[src/rtl/core/cfpg_pkg.sv]
package cfpg_pkg;

	// grid size used by the position offsets
	localparam int GRID_WIDTH  = 6;
	localparam int GRID_HEIGHT = 6;

	// cycles from an accepted start to the result strobe
	localparam int PIPE_LATENCY = 7;

	// phase steps per frame, 16-bit turn fractions
	localparam logic [15:0] FRAME_STEP_F = 16'd8344;
	localparam logic [15:0] FRAME_STEP_R = 16'd2086;
	localparam logic [15:0] FRAME_STEP_G = 16'd1565;

	// Q14 constants
	localparam logic signed [16:0] FLICK_BIAS = 17'sd11469;
	localparam logic signed [14:0] FLICK_AMP  = 15'sd4915;
	localparam logic signed [16:0] WIND_BIAS  = 17'sd16384;
	localparam logic [12:0]        WIND_AMP_R = 13'd4915;
	localparam logic [12:0]        WIND_AMP_G = 13'd3277;
	localparam logic [14:0]        SINE_PEAK  = 15'd16384;

	localparam logic [63:0] PI_Q30 = 64'd3373259426;

	typedef enum logic [2:0] {
		REG_BASE_RED     = 3'd0,
		REG_BASE_GREEN   = 3'd1,
		REG_BASE_BLUE    = 3'd2,
		REG_FLICKER_GAIN = 3'd3,
		REG_WIND_GAIN    = 3'd4
	} cfg_reg_e;

	localparam logic [7:0] RST_BASE_RED     = 8'd255;
	localparam logic [7:0] RST_BASE_GREEN   = 8'd100;
	localparam logic [7:0] RST_BASE_BLUE    = 8'd20;
	localparam logic [9:0] RST_FLICKER_GAIN = 10'd256;
	localparam logic [8:0] RST_WIND_GAIN    = 9'd128;

	typedef struct packed {
		logic [15:0] frame_index;
		logic [2:0]  column;
		logic [2:0]  row;
	} pixel_t;

	typedef struct packed {
		logic [7:0] red;
		logic [7:0] green;
		logic [7:0] blue;
	} color_t;

	// register contents plus the wind coefficients premultiplied at write time
	typedef struct packed {
		logic [7:0]  base_red;
		logic [7:0]  base_green;
		logic [7:0]  base_blue;
		logic [9:0]  flicker_gain;
		logic [21:0] coef_r;
		logic [21:0] coef_g;
	} cfg_t;

	typedef struct packed {
		logic [15:0]        ang_f;
		logic [15:0]        ang_r;
		logic [15:0]        ang_g;
		logic signed [15:0] shape;
	} s1_t;

	typedef logic [15:0]        off_tab_t [8];
	typedef logic signed [15:0] shape_tab_t [8];
	typedef logic [14:0]        qsine_tab_t [256];

	function automatic off_tab_t col_offsets(logic [31:0] mult);
		off_tab_t tab;
		for (int c = 0; c < 8; c++) begin
			tab[c] = 16'((32'(c) * mult) / (GRID_WIDTH - 1));
		end
		return tab;
	endfunction

	function automatic off_tab_t row_offsets(logic [31:0] mult);
		off_tab_t tab;
		for (int r = 0; r < 8; r++) begin
			tab[r] = 16'((32'(r) * mult) / (GRID_HEIGHT - 1));
		end
		return tab;
	endfunction

	function automatic shape_tab_t shape_rows();
		shape_tab_t tab;
		for (int r = 0; r < 8; r++) begin
			tab[r] = 16'(16384 - (r * 13107) / (GRID_HEIGHT - 1));
		end
		return tab;
	endfunction

	// first quadrant of sine, Q1.14, Taylor series in Q30
	function automatic logic [14:0] quarter_sine(int unsigned k);
		logic [63:0] x;
		logic [63:0] x2;
		logic [63:0] t;
		logic [63:0] s;
		x  = (64'(k) * PI_Q30 + 64'd256) >> 9;
		x2 = (x * x) >> 30;
		t  = x;
		s  = x;
		t  = ((t * x2) >> 30) / 64'd6;   s = s - t;
		t  = ((t * x2) >> 30) / 64'd20;  s = s + t;
		t  = ((t * x2) >> 30) / 64'd42;  s = s - t;
		t  = ((t * x2) >> 30) / 64'd72;  s = s + t;
		t  = ((t * x2) >> 30) / 64'd110; s = s - t;
		t  = ((t * x2) >> 30) / 64'd156; s = s + t;
		t  = ((t * x2) >> 30) / 64'd210; s = s - t;
		return 15'((s + 64'd32768) >> 16);
	endfunction

	function automatic qsine_tab_t build_qsine();
		qsine_tab_t tab;
		for (int unsigned k = 0; k < 256; k++) begin
			tab[k] = quarter_sine(k);
		end
		return tab;
	endfunction

	localparam off_tab_t   COL_OFF_F = col_offsets(32'd52152);
	localparam off_tab_t   COL_OFF_G = col_offsets(32'd20861);
	localparam off_tab_t   ROW_OFF_R = row_offsets(32'd31291);
	localparam shape_tab_t SHAPE_TAB = shape_rows();
	localparam qsine_tab_t QSINE_TAB = build_qsine();

endpackage

[src/rtl/core/cfpg_front.sv]
module cfpg_front
	import cfpg_pkg::*;
(
	input  logic   clk,
	input  logic   arst_n,
	input  logic   take,
	input  pixel_t pixel,
	output logic   v_s1,
	output s1_t    d_s1
);

	always_ff @(posedge clk or negedge arst_n) begin
		if (!arst_n) begin
			v_s1 <= 1'b0;
		end else begin
			v_s1 <= take;
		end
	end

	// phases wrap modulo one turn
	always_ff @(posedge clk) begin
		d_s1.ang_f <= 16'(pixel.frame_index * FRAME_STEP_F) + COL_OFF_F[pixel.column];
		d_s1.ang_r <= 16'(pixel.frame_index * FRAME_STEP_R) + ROW_OFF_R[pixel.row];
		d_s1.ang_g <= 16'(pixel.frame_index * FRAME_STEP_G) + COL_OFF_G[pixel.column];
		d_s1.shape <= SHAPE_TAB[pixel.row];
	end

endmodule

[config.mk]
export PLATFORM = sky130hd
export DESIGN_NAME = cfpg_front
export DESIGN_NICKNAME = d
export VERILOG_FILES = /design/src/rtl/core/cfpg_pkg.sv /design/src/rtl/core/cfpg_front.sv
export SDC_FILE = /design/constraint.sdc
export NUM_CORES = 1
export LEC_CHECK = 0
export ABC_AREA = 0
export BUFFER_PORTS_ARGS = -buffer_cell sky130_fd_sc_hd__buf_2
export CAP_MARGIN = 20
export CORE_MARGIN = 2
export CORE_UTILIZATION = 38
export CTS_CLUSTER_DIAMETER = 60
export DETAILED_ROUTE_END_ITERATION = 10
export GPL_ROUTABILITY_DRIVEN = 0
export HOLD_SLACK_MARGIN = 0.02
export PLACE_DENSITY = 0.68
export SYNTH_ARGS = -nofsm -noshare
export SYNTH_HDL_FRONTEND = slang
export SYNTH_SLANG_ARGS = --single-unit
[constraint.sdc]
create_clock -name clk -period 0.8 [get_ports clk]
set_input_delay 0 -clock clk [delete_from_list [all_inputs] [get_ports clk]]
set_output_delay 0 -clock clk [all_outputs]
set_load 0.02 [all_outputs]
==> results.py <==
metrics = {
    "floorplanning": {
        "core.rowCount": 47,
        "die_h_um": 133,
        "die_w_um": 133,
        "initial_core_util_pct": 38.3,
        "io_pins": 90,
        "die-area_mm2": 0.0176,
        "core_area_mm2": 0.0164,
    },
    "synthesis": {
        "synth-edff-count": 0,
        "synth_top_family_by_area": "adder cells",
        "synth_seq_cells": 64,
        "synth.mux.area_fraction_pct": 0.159,
        "synthArstFlopShare_pct": 1.56,
        "synth_area_mm2": 0.00629,
        "synthCells": 671,
        "avgSynthCellArea_um2": 9.37,
        "synth_compound_area_share_pct": 9.39,
        "yosys.area_share.simple_pct": 7.72,
        "yosysSeqAreaShare_pct": 20.4,
        "yosysUniqueCellTypes": 48,
        "synthAdderAreaFrac_pct": 42.6,
        "synth_nets": 878,
        "synth_top_flop_cell": "dfxtp_1",
        "synth-xor-area-share_pct": 9.67,
        "ys_warn_count": 0,
    },
    "power": {
        "internal_power_w": 0.0257,
        "p_total_w": 0.0427,
        "cellLeakagePower_nw": 5.40,
        "p_sw_share_pct": 39.9,
        "power.switching_w": 0.0170,
        "power_frac_seq_pct": 12.4,
        "combinationalPowerShare_pct": 76.5,
        "vdd_ir_drop_max_v": 0.00340,
        "power_density_mw_per_mm2": 3720,
        "p_clk_share_pct": 11.1,
    },
    "timing": {
        "slew_violations": 0,
        "fin_crit_ns": 3.62,
        "finalWorstSetupSlack_ns": -2.82,
        "final_hold_viol_count": 0,
        "final-setup-viol-count": 42,
        "tns_ns": -73.87,
        "rsz0062_at_grt": "yes",
        "period_share_pct": 453,
        "max_clock_freq_mhz": 276,
        "worst_slew_pin_slew_ns": 0.517,
        "relSlewSlack_pct": 65.2,
    },
    "cts": {
        "cts_tree": "built",
        "htree_levels": 3,
        "cts_root_buf": "clkbuf_16",
        "cts_made_buffers": 9,
        "clock_sinks": 64,
        "clk_pin_slew_worst_paths_ns": 0.05,
        "post_cts_hold_buffer_count": 4,
        "cts.path.max_buffers": 2,
    },
    "global_routing": {
        "grt_pass1_wl_mm": 29.8,
        "antenna_found_initial": 0,
        "grt_max_degree": 13,
        "grt_remaining_overflow": 0,
        "grt_pass1_vias": 6318,
        "grt_usage_pct": 21.5,
    },
    "final_layout": {
        "instances_no_fill": 1206,
        "final_util_pct": 69.9,
        "synthToLayoutAreaGrowth_pct": 82.2,
        "diodes": 0,
        "final_common_cell": "buf_4",
        "nFillCells": 996,
        "drive_gt1_share_pct": 59.7,
        "multi_input_area_mm2": 0.00595,
        "seq_area_mm2": 0.00136,
        "nets": 1188,
        "final_cell_mix": "buf_4 (152), inv_1 (124), buf_6 (114)",
    },
    "setup_path": {
        "cp-start-kind": "input pin",
        "crit_type": "input pin to flip-flop",
        "cp.arrival_ns": 3.86,
        "path_max_fanout": 3,
        "worst_setup_path_end_kind": "flip-flop",
        "cp.required_ns": 1.03,
    },
    "drt": {
        "drc": 0,
        "vias": 5840,
        "firstDrtPassIters": 4,
        "antenna_left": 0,
        "wl_per_cell_um": 18.0,
        "via_per_inst": 4.84,
        "drt_iter0_markers": 206,
        "wl_mm": 21.7,
    },
    "place": {
        "detailed_place_hpwl_mm": 13.1,
        "placed_cells": 1151,
        "portBuffers": 88,
    },
    "outcome": {
        "violations": "setup timing",
        "status": "finished with violations",
    },
    "flow_run": {
        "cap_viol_max_count": 0,
    },
    "worst_hold_path": {
        "hp-class": "input pin to flip-flop",
    },
}
## what timing repair did
item                                    in CTS  in global routing
hold endpoints to repair                     4                  1
endpoints found under the setup margin      99                102
pin swaps                                   71                 87
gates resized for setup                    263                173
setup buffers                               25                 25
## per-layer routing
layer	track usage, %	part of all wire, %
met1	23.0	36
met2	39.9	55
met3	4.98	4.2
met4	9.62	5.0
met5	0	0
## critical path: stages
cell and delay [ns]:
buf_8 0.11, buf_12 0.12, ha_4 0.28, ha_4 0.21, fa_1 0.54, ha_4 0.22
a211oi_2 0.19, o21bai_1 0.16, a21oi_2 0.21, o21bai_1 0.10, a21oi_2 0.24, xnor2_2 0.16
ha_1 0.27, a21o_1 0.18, a21o_1 0.17, a21o_1 0.17, a41oi_2 0.25, xnor2_2 0.10
xor2_1 0.16
## state kept, by name (all words and copies together), names as in the netlist
signal	flops
d_s1	63
v_s1	1
## cell usage after synthesis, drive strengths merged (2+ instances only)
master / count / area, um2
a211oi: 3 / 27.5
a21o: 12 / 90.1
a21oi: 29 / 156
a31oi: 2 / 12.5
a41oi: 2 / 32.5
and2: 4 / 27.5
and3: 2 / 12.5
buf: 2 / 11.3
clkbuf: 2 / 7.51
dfxtp: 63 / 1260
fa: 54 / 1080
ha: 128 / 1600
inv: 160 / 601
nand2: 29 / 109
nand2b: 4 / 25.0
nand3: 5 / 25.0
nor2: 32 / 120
nor2b: 7 / 43.8
nor3: 6 / 35.0
nor4: 3 / 18.8
o211ai: 2 / 15.0
o21a: 5 / 37.5
o21ai: 18 / 90.1
o21bai: 2 / 15.0
o22ai: 2 / 12.5
o31ai: 5 / 37.5
or2: 5 / 31.3
or3: 6 / 37.5
xnor2: 54 / 480
xor2: 12 / 105
## layout make-up
cell class                 instances  area share [%]
multi-input combinational        442            51.9
timing repair buffer             303            25.2
sequential                        64            11.8
inverter                         161            5.55
tap                              220            2.40
clock buffer                      10            2.09
clock inverter                     6            1.00
## power groups by stage
stage	Sequential (W)	Clock, W	Combinational (W)
floorplan	0.00628	0	0.0143
global placement	0.00485	0	0.0236
detailed placement	0.00485	0	0.0240
CTS	0.00495	0.00477	0.0287
global route	0.00538	0.00496	0.0350
finish	0.00530	0.00473	0.0326
## per-stage QoR
| step | setup slack, ns | hold WS (ns) | cell area, um2 |
|---|---|---|---|
| final | -2.82 | 0.00930 | 11500 |
| after detailed placement | -3.25 | -0.223 | 9100 |
| after global routing | -3.00 | -0.000188 | 11500 |
| after global placement | -3.15 | -0.224 | 9100 |
| after floorplan | -2.78 | -0.296 | 7050 |
| after CTS | -2.71 | -0.00118 | 10700 |
## cell families after synthesis
group | count (synthesis)
DFF | 64
and+or+nand+nor | 103
adders and majority gates | 182
AOI/OAI and AO/OA | 88
buffers and inverters | 165
xor gates and xnor gates | 67
muxes | 1
other | 1
## path summary, 6_finish.rpt
kind	depth (start not counted)	slack (ns)	to	start
worst max-delay path	19	-2.82	d_s1[47]	pixel[11]
worst min-delay path	3	0.009	d_s1[17]	pixel[7]
max in group asynchronous	3	0.22	v_s1	arst_n
min in group asynchronous	3	0.47	v_s1	arst_n
(Power assumes the default switching activity.)
