<file path="src/rtl/core/cfpg_pkg.sv">
package cfpg_pkg;

	// grid size used by the position offsets
	localparam int GRID_WIDTH  = 6;
	localparam int GRID_HEIGHT = 6;

	// cycles from an accepted start to the result strobe
	localparam int PIPE_LATENCY = 7;

	// phase steps per frame, 16-bit turn fractions
	localparam logic [15:0] FRAME_STEP_F = 16'd8344;
	localparam logic [15:0] FRAME_STEP_R = 16'd2086;
	localparam logic [15:0] FRAME_STEP_G = 16'd1565;

	// Q14 constants
	localparam logic signed [16:0] FLICK_BIAS = 17'sd11469;
	localparam logic signed [14:0] FLICK_AMP  = 15'sd4915;
	localparam logic signed [16:0] WIND_BIAS  = 17'sd16384;
	localparam logic [12:0]        WIND_AMP_R = 13'd4915;
	localparam logic [12:0]        WIND_AMP_G = 13'd3277;
	localparam logic [14:0]        SINE_PEAK  = 15'd16384;

	localparam logic [63:0] PI_Q30 = 64'd3373259426;

	typedef enum logic [2:0] {
		REG_BASE_RED     = 3'd0,
		REG_BASE_GREEN   = 3'd1,
		REG_BASE_BLUE    = 3'd2,
		REG_FLICKER_GAIN = 3'd3,
		REG_WIND_GAIN    = 3'd4
	} cfg_reg_e;

	localparam logic [7:0] RST_BASE_RED     = 8'd255;
	localparam logic [7:0] RST_BASE_GREEN   = 8'd100;
	localparam logic [7:0] RST_BASE_BLUE    = 8'd20;
	localparam logic [9:0] RST_FLICKER_GAIN = 10'd256;
	localparam logic [8:0] RST_WIND_GAIN    = 9'd128;

	typedef struct packed {
		logic [15:0] frame_index;
		logic [2:0]  column;
		logic [2:0]  row;
	} pixel_t;

	typedef struct packed {
		logic [7:0] red;
		logic [7:0] green;
		logic [7:0] blue;
	} color_t;

	// register contents plus the wind coefficients premultiplied at write time
	typedef struct packed {
		logic [7:0]  base_red;
		logic [7:0]  base_green;
		logic [7:0]  base_blue;
		logic [9:0]  flicker_gain;
		logic [21:0] coef_r;
		logic [21:0] coef_g;
	} cfg_t;

	typedef struct packed {
		logic [15:0]        ang_f;
		logic [15:0]        ang_r;
		logic [15:0]        ang_g;
		logic signed [15:0] shape;
	} s1_t;

	typedef logic [15:0]        off_tab_t [8];
	typedef logic signed [15:0] shape_tab_t [8];
	typedef logic [14:0]        qsine_tab_t [256];

	function automatic off_tab_t col_offsets(logic [31:0] mult);
		off_tab_t tab;
		for (int c = 0; c < 8; c++) begin
			tab[c] = 16'((32'(c) * mult) / (GRID_WIDTH - 1));
		end
		return tab;
	endfunction

	function automatic off_tab_t row_offsets(logic [31:0] mult);
		off_tab_t tab;
		for (int r = 0; r < 8; r++) begin
			tab[r] = 16'((32'(r) * mult) / (GRID_HEIGHT - 1));
		end
		return tab;
	endfunction

	function automatic shape_tab_t shape_rows();
		shape_tab_t tab;
		for (int r = 0; r < 8; r++) begin
			tab[r] = 16'(16384 - (r * 13107) / (GRID_HEIGHT - 1));
		end
		return tab;
	endfunction

	// first quadrant of sine, Q1.14, Taylor series in Q30
	function automatic logic [14:0] quarter_sine(int unsigned k);
		logic [63:0] x;
		logic [63:0] x2;
		logic [63:0] t;
		logic [63:0] s;
		x  = (64'(k) * PI_Q30 + 64'd256) >> 9;
		x2 = (x * x) >> 30;
		t  = x;
		s  = x;
		t  = ((t * x2) >> 30) / 64'd6;   s = s - t;
		t  = ((t * x2) >> 30) / 64'd20;  s = s + t;
		t  = ((t * x2) >> 30) / 64'd42;  s = s - t;
		t  = ((t * x2) >> 30) / 64'd72;  s = s + t;
		t  = ((t * x2) >> 30) / 64'd110; s = s - t;
		t  = ((t * x2) >> 30) / 64'd156; s = s + t;
		t  = ((t * x2) >> 30) / 64'd210; s = s - t;
		return 15'((s + 64'd32768) >> 16);
	endfunction

	function automatic qsine_tab_t build_qsine();
		qsine_tab_t tab;
		for (int unsigned k = 0; k < 256; k++) begin
			tab[k] = quarter_sine(k);
		end
		return tab;
	endfunction

	localparam off_tab_t   COL_OFF_F = col_offsets(32'd52152);
	localparam off_tab_t   COL_OFF_G = col_offsets(32'd20861);
	localparam off_tab_t   ROW_OFF_R = row_offsets(32'd31291);
	localparam shape_tab_t SHAPE_TAB = shape_rows();
	localparam qsine_tab_t QSINE_TAB = build_qsine();

endpackage

</file>
<file path="src/rtl/core/cfpg_cfg_regs.sv">
module cfpg_cfg_regs
	import cfpg_pkg::*;
(
	input  logic       clk,
	input  logic       arst_n,
	input  logic       cfg_we,
	input  logic [2:0] cfg_index,
	input  logic [9:0] cfg_data,
	output cfg_t       cfg
);

	cfg_t cfg_q;

	always_ff @(posedge clk or negedge arst_n) begin
		if (!arst_n) begin
			cfg_q.base_red     <= RST_BASE_RED;
			cfg_q.base_green   <= RST_BASE_GREEN;
			cfg_q.base_blue    <= RST_BASE_BLUE;
			cfg_q.flicker_gain <= RST_FLICKER_GAIN;
			cfg_q.coef_r       <= {9'd0, WIND_AMP_R} * {13'd0, RST_WIND_GAIN};
			cfg_q.coef_g       <= {9'd0, WIND_AMP_G} * {13'd0, RST_WIND_GAIN};
		end else if (cfg_we) begin
			case (cfg_index)
				REG_BASE_RED:     cfg_q.base_red     <= cfg_data[7:0];
				REG_BASE_GREEN:   cfg_q.base_green   <= cfg_data[7:0];
				REG_BASE_BLUE:    cfg_q.base_blue    <= cfg_data[7:0];
				REG_FLICKER_GAIN: cfg_q.flicker_gain <= cfg_data;
				REG_WIND_GAIN: begin
					// wind gain kept only as its two premultiplied coefficients
					cfg_q.coef_r <= {9'd0, WIND_AMP_R} * {13'd0, cfg_data[8:0]};
					cfg_q.coef_g <= {9'd0, WIND_AMP_G} * {13'd0, cfg_data[8:0]};
				end
				default: ;
			endcase
		end
	end

	assign cfg = cfg_q;

endmodule

</file>
<file path="config.mk">
export PLATFORM = sky130hd
export DESIGN_NAME = cfpg_cfg_regs
export DESIGN_NICKNAME = d
export VERILOG_FILES = /design/src/rtl/core/cfpg_pkg.sv /design/src/rtl/core/cfpg_cfg_regs.sv
export SDC_FILE = /design/constraint.sdc
export NUM_CORES = 1
export LEC_CHECK = 0
export BUFFER_PORTS_ARGS = -buffer_cell sky130_fd_sc_hd__buf_2
export CORE_UTILIZATION = 45
export CTS_CLUSTER_DIAMETER = 120
export DETAILED_ROUTE_END_ITERATION = 6
export HOLD_SLACK_MARGIN = 0.15
export PLACE_DENSITY = 0.75
export SYNTH_ARGS = -nofsm -noshare
export SYNTH_HDL_FRONTEND = slang
export SYNTH_SLANG_ARGS = --single-unit
</file>
<file path="constraint.sdc">
create_clock -name clk -period 1.19 [get_ports clk]
set_clock_uncertainty 0.2 [all_clocks]
set_input_delay 0.357 -clock clk [delete_from_list [all_inputs] [get_ports clk]]
set_output_delay 0.357 -clock clk [all_outputs]
set_load 0.02 [all_outputs]
</file>
==> impl_metrics.tcl, run 1 <==
set metrics [dict create \
    synth.area.top_cells "dfrtp_1, ha_1, dfstp_2" \
    die_w_um 115.8 \
    gp_congestion 0.8950 \
    die_h_um 115.8 \
    fin_ws_ns -2.895 \
    dominantRegCellSynth "dfrtp_1" \
    grt_pass1_vias 5969 \
    power.leakage_nw 4.845 \
    core_um2 12620 \
    grt_overflow 0 \
    r2r-start "cfg[55]" \
    drive_gt1_share_pct 59.22 \
    fp.dieArea_um2 13400 \
    status "finished, violations left" \
    synth_most_common_cell "ha_1" \
    syn-num-nets 688 \
    worstHoldPathCells 2 \
    drv_slew 0 \
    routed_wl_um 26840 \
    nets 970 \
    worstRegToRegCells 3 \
    hold_viol 0 \
    finalPower_w 0.02401 \
    hp-start "cfg_data[9]" \
    clkLatencyLatePin_ns 0.35 \
    period_share_pct 343.3 \
    hold_buffers 1 \
    startpoint_type "primary input" \
    critPathKind "in2reg" \
    post-route-min-period_ns 4.085 \
    ios 94 \
    area_growth_syn_to_layout_pct 72.71 \
    cp_max_fo 3 \
    dpl.hpwl_um 12310 \
    power.density_nw_per_um2 2387 \
    drt_iter0_markers 500 \
    clockBufferDepth 2 \
    grt_max_degree 42 \
    r2r-end "cfg[55]" \
    endpoint_kind "register" \
    cts-root-buf "clkbuf_16" \
    routed_via_density 5.893 \
    netlist-cell-type-count 49 \
    grt_antenna_before_repair 0 \
    worstHoldPathType "in2reg" \
    cts_tree "built" \
    setup_viol 148 \
    antenna_cells 0 \
    avgRoutedWirePerCell_um 26.50 \
    synth_cells 554 \
    ctsHtreeMaxLevel 3 \
    postRouteAntennaNets 0 \
    drcViolationCount 0 \
    peakVddDrop_uv 1357 \
    routed-via-count 5970 \
    fin_util_pct 79.69 \
    clk_pin_slew_ns 0.07 \
    rows 41 \
    fmax_mhz 244.8 \
    drv_cap 0 \
    synth_common_cells "ha_1, inv_1, nand2_1" \
    synth.largest_area_cell "dfrtp_1" \
    seq_area_frac_synth_pct 33.26 \
    synth_top_area_share_pct 20.63 \
    yosys_warnings 0 \
    cts_sinks 76 \
    fillCellCount 610 \
    synth_edf_count 0 \
    largest_reg_flops 76 \
    rsz0062_at_grt "true" \
    netlist_area_um2 5823 \
    hold-path-endpoint "cfg[53]" \
    async_reset_ff_share_pct 100.0 \
    ys_ff_latch 76 \
    grtUsageTotal_pct 32.76 \
    numPortBuffers 92 \
    grt_pass1_wl_um 32220 \
    cp.arrival_ns 4.13 \
    initial_utilization_pct 46.14 \
    crit_required_ns 1.24 \
    r2r_slack_ns -0.07 \
    cts-buffers-inserted 9 \
    dr.pass1.iters 5 \
    syn_avg_cell_area_um2 10.51 \
    violations "setup timing" \
]
-- layer usage --
metal | wire length [um] | up-vias | GRT usage, %
li1 | - | 2428 | -
met1 | 9166 | 2923 | 35.36
met2 | 12960 | 432 | 58.44
met3 | 2541 | 187 | 6.538
met4 | 2168 | 0 | 21.54
met5 | 0 | - | 0
-- what timing repair did --
item                                    CTS  global route
setup buffers                            41            31
hold endpoints to repair                 77             1
endpoints found under the setup margin  144           150
gates resized for setup                 259            79
gates cloned                              2             1
pin swaps                                57            62
-- layout make-up --
class	instances	area, um2	share of cell area [%]
repair buffers	285	2741	27.26
inverters	78	312.8	3.110
multi-input cells	386	4526	45.00
well taps	172	215.2	2.140
flip-flops and latches	76	1938	19.27
clock inverters	6	95.09	0.9455
clock buffers	10	229.0	2.277
-- where the power goes --
part           switching (W)  internal [W]  leakage [nW]
logic                0.00809       0.00823          3.80
registers           0.000800       0.00369         0.883
clock network        0.00133       0.00187         0.158
-- cells by family after synthesis --
| logic type | Yosys count | synth area share (%) |
|---|---|---|
| fa+ha+maj | 118 | 29.74 |
| buf+inv | 92 | 6.102 |
| other cells | 1 | 0.06440 |
| mux | 41 | 7.886 |
| simple gates | 97 | 7.671 |
| xor+xnor | 26 | 3.911 |
| flops | 76 | 33.26 |
| compound gates | 103 | 11.37 |
-- through the flow --
| stage | worst slack (ns) | cell area [um2] | hold slack (ns) | TNS (ns) | cells |
|---|---|---|---|---|---|
| 6_report | -2.895 | 10060 | 0.07441 | -109.59 | 1013 |
| 5_1_grt | -2.999 | 10060 | 0.07378 | -113.43 | 1013 |
| 4_1_cts | -2.581 | 9467 | 0.05973 | -99.47 | 985 |
| 3_5_place_dp | -2.994 | 7888 | -0.001416 | -108.83 | 926 |
| 3_3_place_gp | -2.977 | 7888 | -0.001704 | -106.28 | 926 |
| 2_1_floorplan | -2.602 | 6314 | -0.1386 | -84.77 | 554 |
-- worst max-delay path, stage by stage --
cell and delay (ns):
buf_8 0.11, buf_6 0.12, ha_4 0.29, inv_2 0.08, fa_1 0.71, fa_1 0.53, fa_1 0.58, inv_2 0.05
ha_4 0.30, nand3_4 0.08, a21oi_4 0.14, o21bai_2 0.11, a211o_1 0.31, a21oi_2 0.17, xnor2_1 0.13, o21ai_1 0.07
-- placed cells by master, fill, tap and decap left out, types with 6 or more instances in the layout --
cell,n
nand2_1,48
dfrtp_1,47
dfstp_2,28
buf_6,109
xnor2_1,12
xor2_1,6
inv_2,16
buf_4,155
fa_2,9
a21oi_1,12
o21ai_1,30
fa_1,25
nor2_1,6
inv_1,58
ha_1,50
clkbuf_16,10
mux2_4,34
ha_4,32
a21oi_2,8
a21oi_4,7
buf_12,8
-- worst max-delay path by stage --
stage | from | to | cells past startpoint
finish | cfg_data[7] | cfg[19] | 16
global route | cfg_data[7] | cfg[19] | 16
CTS | cfg_data[7] | cfg[19] | 16
detailed placement | cfg_data[1] | cfg[14] | 17
global placement | cfg_data[1] | cfg[14] | 17
floorplan | cfg_data[4] | cfg[39] | 14
Power figures use the tool's default switching activity.
==> inputs of run 2 (changes only) <==
--- a/config.mk
+++ b/config.mk
@@ -11,6 +11,7 @@
 export DETAILED_ROUTE_END_ITERATION = 6
 export HOLD_SLACK_MARGIN = 0.15
 export PLACE_DENSITY = 0.75
+export REMOVE_ABC_BUFFERS = 1
 export SYNTH_ARGS = -nofsm -noshare
 export SYNTH_HDL_FRONTEND = slang
 export SYNTH_SLANG_ARGS = --single-unit
==> impl_metrics.tcl, run 2 (synthesis results as in run 1) <==
set metrics [dict create \
    rsz0062_at_grt "true" \
    clkPwrFrac_pct 12.9 \
    dr.pass1.iters 4 \
    slowest_delay_ns 0.64 \
    worstHoldPathType "in2reg" \
    holdWs_ns 0.04349 \
    initial_utilization_pct 46.14 \
    cts_tree "built" \
    power_frac_comb_pct 68.5 \
    critPathKind "in2reg" \
    grt_max_degree 41 \
    power.density_nw_per_um2 2314 \
    wl_met1_um 8344 \
    grt_pass1_vias 5866 \
    drive_gt1_share_pct 60.26 \
    nets 987 \
    cp_slowest_cell "fa_1" \
    cts_sinks 76 \
    grt_antenna_before_repair 0 \
    ios 94 \
    violations "setup timing" \
    fmax_mhz 261.5 \
    numPortBuffers 92 \
    die_h_um 115.8 \
    hold_buffers 2 \
    startpoint_type "primary input" \
    crit_required_ns 1.23 \
    endpoint_kind "register" \
    cts-buffers-inserted 9 \
    p_seq_share_pct 18.6 \
    layout_common_cells "buf_4, buf_6, inv_1" \
    cp_max_fo 3 \
    swShare_pct 41.32 \
    fin_ws_ns -2.635 \
    setup_viol 145 \
    fp.dieArea_um2 13400 \
    ctsHtreeMaxLevel 3 \
    met2_length_um 11530 \
    clockBufferDepth 2 \
    r2r-start "cfg[25]" \
    status "finished, violations left" \
    grt_overflow 0 \
    worstRegToRegCells 3 \
    dpl.hpwl_um 11440 \
    hold_viol 0 \
    drv_slew 0 \
    routed_wl_um 23300 \
    drv_cap 0 \
    rows 41 \
    die_w_um 115.8 \
    cts-root-buf "clkbuf_16" \
    r2r-end "cfg[25]" \
    gp_congestion 0.8860 \
    fillCellCount 651 \
    drt_iter0_markers 336 \
    layout_commonest_cell "buf_4" \
    antenna_cells 0 \
    netSwitchingPower_w 0.009687 \
    postRouteAntennaNets 0 \
    finalPower_w 0.02344 \
    crit_end "cfg[19]" \
    cp.arrival_ns 3.86 \
    post-route-min-period_ns 3.825 \
    highest_layer "met4" \
    power.leakage_nw 4.940 \
    tns_ns -103.58 \
    grtUsageTotal_pct 30.20 \
    routed_via_density 5.515 \
    largest_reg_flops 76 \
    grt_pass1_wl_um 30060 \
    routed-via-count 5680 \
    p_int_w 0.01376 \
    core_um2 12620 \
    cp_cell_sequence "buf_6 > buf_6 > ha_4 > ha_1 > inv_1 > fa_1 > inv_1 > fa_2 > ha_1 > a21o_1 > a21oi_2 > o21bai_2 > nor3_2 > a21oi_2 > xnor2_1 > o21ai_1" \
    clk_pin_slew_ns 0.07 \
    avgRoutedWirePerCell_um 22.62 \
    drcViolationCount 0 \
    wl_met3_um 1547 \
    r2r_slack_ns -0.05 \
    clkLatencyLatePin_ns 0.35 \
    peakVddDrop_uv 1343 \
    startpoint "cfg_data[7]" \
    area_growth_syn_to_layout_pct 73.98 \
    period_share_pct 321.4 \
]
run 2: changes by cell type in the layout (fill, tap and decap cells not counted), sizes merged:
cell,before,now
buf,282,299
inv,80,84
clkbuf,11,9
clkinv,2,0
bufinv,2,1
dlygate4sd3,1,2
run 2: metrics by stage:
stage	cell area (um2)	utilization [%]	setup WS, ns	std cells
2_1_floorplan	5761	-	-2.914	540
3_3_place_gp	7445	58.99	-2.985	929
3_5_place_dp	7445	58.99	-3.059	929
4_1_cts	9565	75.80	-2.431	989
5_1_grt	10130	80.28	-2.752	1030
6_report	10130	80.28	-2.635	1030
run 2: worst min-delay path by stage:
stage | depth (start not counted) | start | slack, ns | end
2_1_floorplan | 0 | arst_n | -0.14 | cfg[11]
3_3_place_gp | 2 | arst_n | 0.15 | cfg[32]
3_5_place_dp | 2 | arst_n | 0.15 | cfg[31]
4_1_cts | 2 | cfg_data[9] | 0.02 | cfg[53]
5_1_grt | 2 | cfg_data[9] | 0.04 | cfg[53]
6_report | 2 | cfg_data[9] | 0.04 | cfg[53]
run 2: area by class of cell:
class / instances / area, um2 / area share, %
Inverter: 78 / 305.3 / 3.013
Multi-Input combinational cell: 386 / 4501 / 44.42
Timing Repair Buffer: 302 / 2860 / 28.23
Sequential cell: 76 / 1937 / 19.12
Clock inverter: 7 / 87.58 / 0.8645
Clock buffer: 9 / 225.2 / 2.223
Tap cell: 172 / 215.2 / 2.124
run 2: critical path, delay by kind of cell:
family	cells	cell delay (ns)
adders and majority gates	5	1.99
AOI/OAI and AO/OA	5	0.67
buffers and inverters	4	0.44
and+or+nand+nor	1	0.25
xor gates and xnor gates	1	0.15
run 2: repair_timing:
action / CTS / global route
setup endpoints to repair: 146 / 147
resized for setup: 371 / 66
buffers inserted: 41 / 47
pin swaps: 96 / 36
gates cloned: 2 / 1
hold endpoints to repair: 78 / 1
run 2: layer usage:
| layer | GRT usage (%) | vias up |
|---|---|---|
| met3 | 6.851 | 156 |
| met2 | 53.57 | 291 |
| met5 | 0 | - |
| met4 | 16.84 | 0 |
| met1 | 33.52 | 2764 |
| li1 | - | 2469 |
run 2: power groups by stage:
stage | Sequential (W) | Combinational (W) | Clock, W
floorplan | 0.00524 | 0.00488 | 0
global placement | 0.00409 | 0.00959 | 0
detailed placement | 0.00417 | 0.00981 | 0
CTS | 0.00433 | 0.0136 | 0.00299
global route | 0.00445 | 0.0169 | 0.00316
finish | 0.00437 | 0.0161 | 0.00301
==> inputs of run 3 (changes only) <==
==> constraint.sdc (replaced) <==
create_clock -name clk -period 4.4 [get_ports clk]
set_clock_uncertainty 0.2 [all_clocks]
set_input_delay 0.22 -clock clk [delete_from_list [all_inputs] [get_ports clk]]
set_output_delay 0.22 -clock clk [all_outputs]
set_load 0.02 [all_outputs]
==> impl_metrics.tcl, run 3 (synthesis results as in run 1) <==
set metrics [dict create \
    routed_wl_um 13540 \
    worstHoldPathType "in2reg" \
    setup_viol 0 \
    dpl.hpwl_um 10390 \
    hold_viol 0 \
    layout_common_cells "buf_2, inv_1, ha_1" \
    grt_overflow 0 \
    cts-buffers-inserted 9 \
    startpoint_type "primary input" \
    die_w_um 115.8 \
    core_um2 12620 \
    worst_slew_pin_slew_ns 0.9467 \
    rows 41 \
    grtUsageTotal_pct 22.07 \
    grt_pass1_vias 4394 \
    peakVddDrop_uv 264.7 \
    ctsHtreeMaxLevel 3 \
    r2r_slack_ns 2.89 \
    grt_antenna_before_repair 0 \
    largest_reg_flops 76 \
    drv_cap 0 \
    die_h_um 115.8 \
    cts_sinks 76 \
    slew_headroom_pct 36.89 \
    crit_required_ns 4.48 \
    fp.dieArea_um2 13400 \
    cts_tree "built" \
    routed-via-count 4316 \
    drive_gt1_share_pct 33.97 \
    status "finished, final reports clean" \
    critPathKind "in2reg" \
    finalPower_w 0.004379 \
    clk_pin_slew_ns 0.06 \
    ios 94 \
    nets 809 \
    clkLatencyLatePin_ns 0.35 \
    antenna_cells 0 \
    gp_congestion 0.8876 \
    cp.arrival_ns 4.38 \
    avgRoutedWirePerCell_um 15.89 \
    period_share_pct 97.63 \
    dr.pass1.iters 4 \
    grt_max_degree 77 \
    postRouteAntennaNets 0 \
    cts-root-buf "clkbuf_16" \
    drt_iter0_markers 136 \
    power.leakage_nw 3.569 \
    area_growth_syn_to_layout_pct 24.07 \
    fmax_mhz 232.8 \
    grt_pass1_wl_um 22230 \
    routed_via_density 5.066 \
    post-route-min-period_ns 4.296 \
    drcViolationCount 0 \
    power.density_nw_per_um2 606.2 \
    layout_commonest_cell "buf_2" \
    tns_ns 0 \
    clockBufferDepth 2 \
    initial_utilization_pct 46.14 \
    fillCellCount 1110 \
    numPortBuffers 92 \
    drv_slew 0 \
    endpoint_kind "register" \
    cp_max_fo 4 \
]
-- run 3: power by group --
group          total (W)  switching, W  internal (W)
registers        0.00111      0.000113      0.000993
logic            0.00249       0.00143       0.00106
clock network   0.000781      0.000328      0.000454
-- run 3: per-layer routing --
| metal | up-vias | track usage, % | share of wire, % | wire length, um |
|---|---|---|---|---|
| met5 | - | 0 | 0 | 0 |
| met4 | 0 | 8.205 | 1.8 | 238 |
| met3 | 17 | 4.655 | 3.8 | 514 |
| met2 | 102 | 36.29 | 49 | 6584 |
| met1 | 2086 | 28.77 | 46 | 6201 |
| li1 | 2111 | - | - | - |
-- run 3: path summary, 6_finish.rpt --
path,startpoint,to,depth (start not counted)
worst min-delay path,cfg_index[2],cfg[61],3
worst min register to register,cfg[17],cfg[17],2
max in group asynchronous,arst_n,cfg[2],2
worst max-delay path,cfg_data[2],cfg[14],17
min in group asynchronous,arst_n,cfg[16],2
worst max register to register,cfg[55],cfg[55],2
-- run 3: layout make-up --
cell class	count	area [um2]	area share [%]
clock inverter	7	87.58	1.212
timing repair buffer	124	748.2	10.36
tap	172	215.2	2.979
sequential	76	1937	26.81
clock buffer	9	225.2	3.117
multi-input combinational	386	3719	51.47
inverter	78	292.8	4.053
-- run 3: critical path, stage by stage --
cell           delay, ns
dlygate4sd3_1       0.54
buf_2               0.13
ha_1                0.26
inv_1               0.06
fa_1                0.62
inv_2               0.06
fa_1                0.47
fa_1                0.49
inv_1               0.06
ha_4                0.28
o21ai_1             0.08
o21bai_1            0.27
nand3_1             0.18
a31oi_2             0.18
nor2_1              0.07
xnor2_1             0.13
mux2_2              0.25
-- run 3: metrics by stage --
step                std cells  utilization [%]  setup slack, ns  cell area, um2  hold WS (ns)
finish                    852            57.25           0.1044            7224        0.1688
global route              852            57.25         -0.01874            7224        0.1829
CTS                       848            55.56          0.01046            7012        0.1550
detailed placement        814            51.66          0.09510            6519        0.2337
global placement          814            51.66           0.2006            6519        0.2107
floorplan                 540                -           0.4333            5761       -0.2756
-- run 3: repair_timing --
| action | in CTS | in global routing |
|---|---|---|
| hold buffers | 18 | 0 |
| resized for setup | 0 | 34 |
| setup endpoints to repair | 0 | 16 |
| endpoints found under the hold margin | 78 | 0 |
| buffers inserted | 0 | 4 |
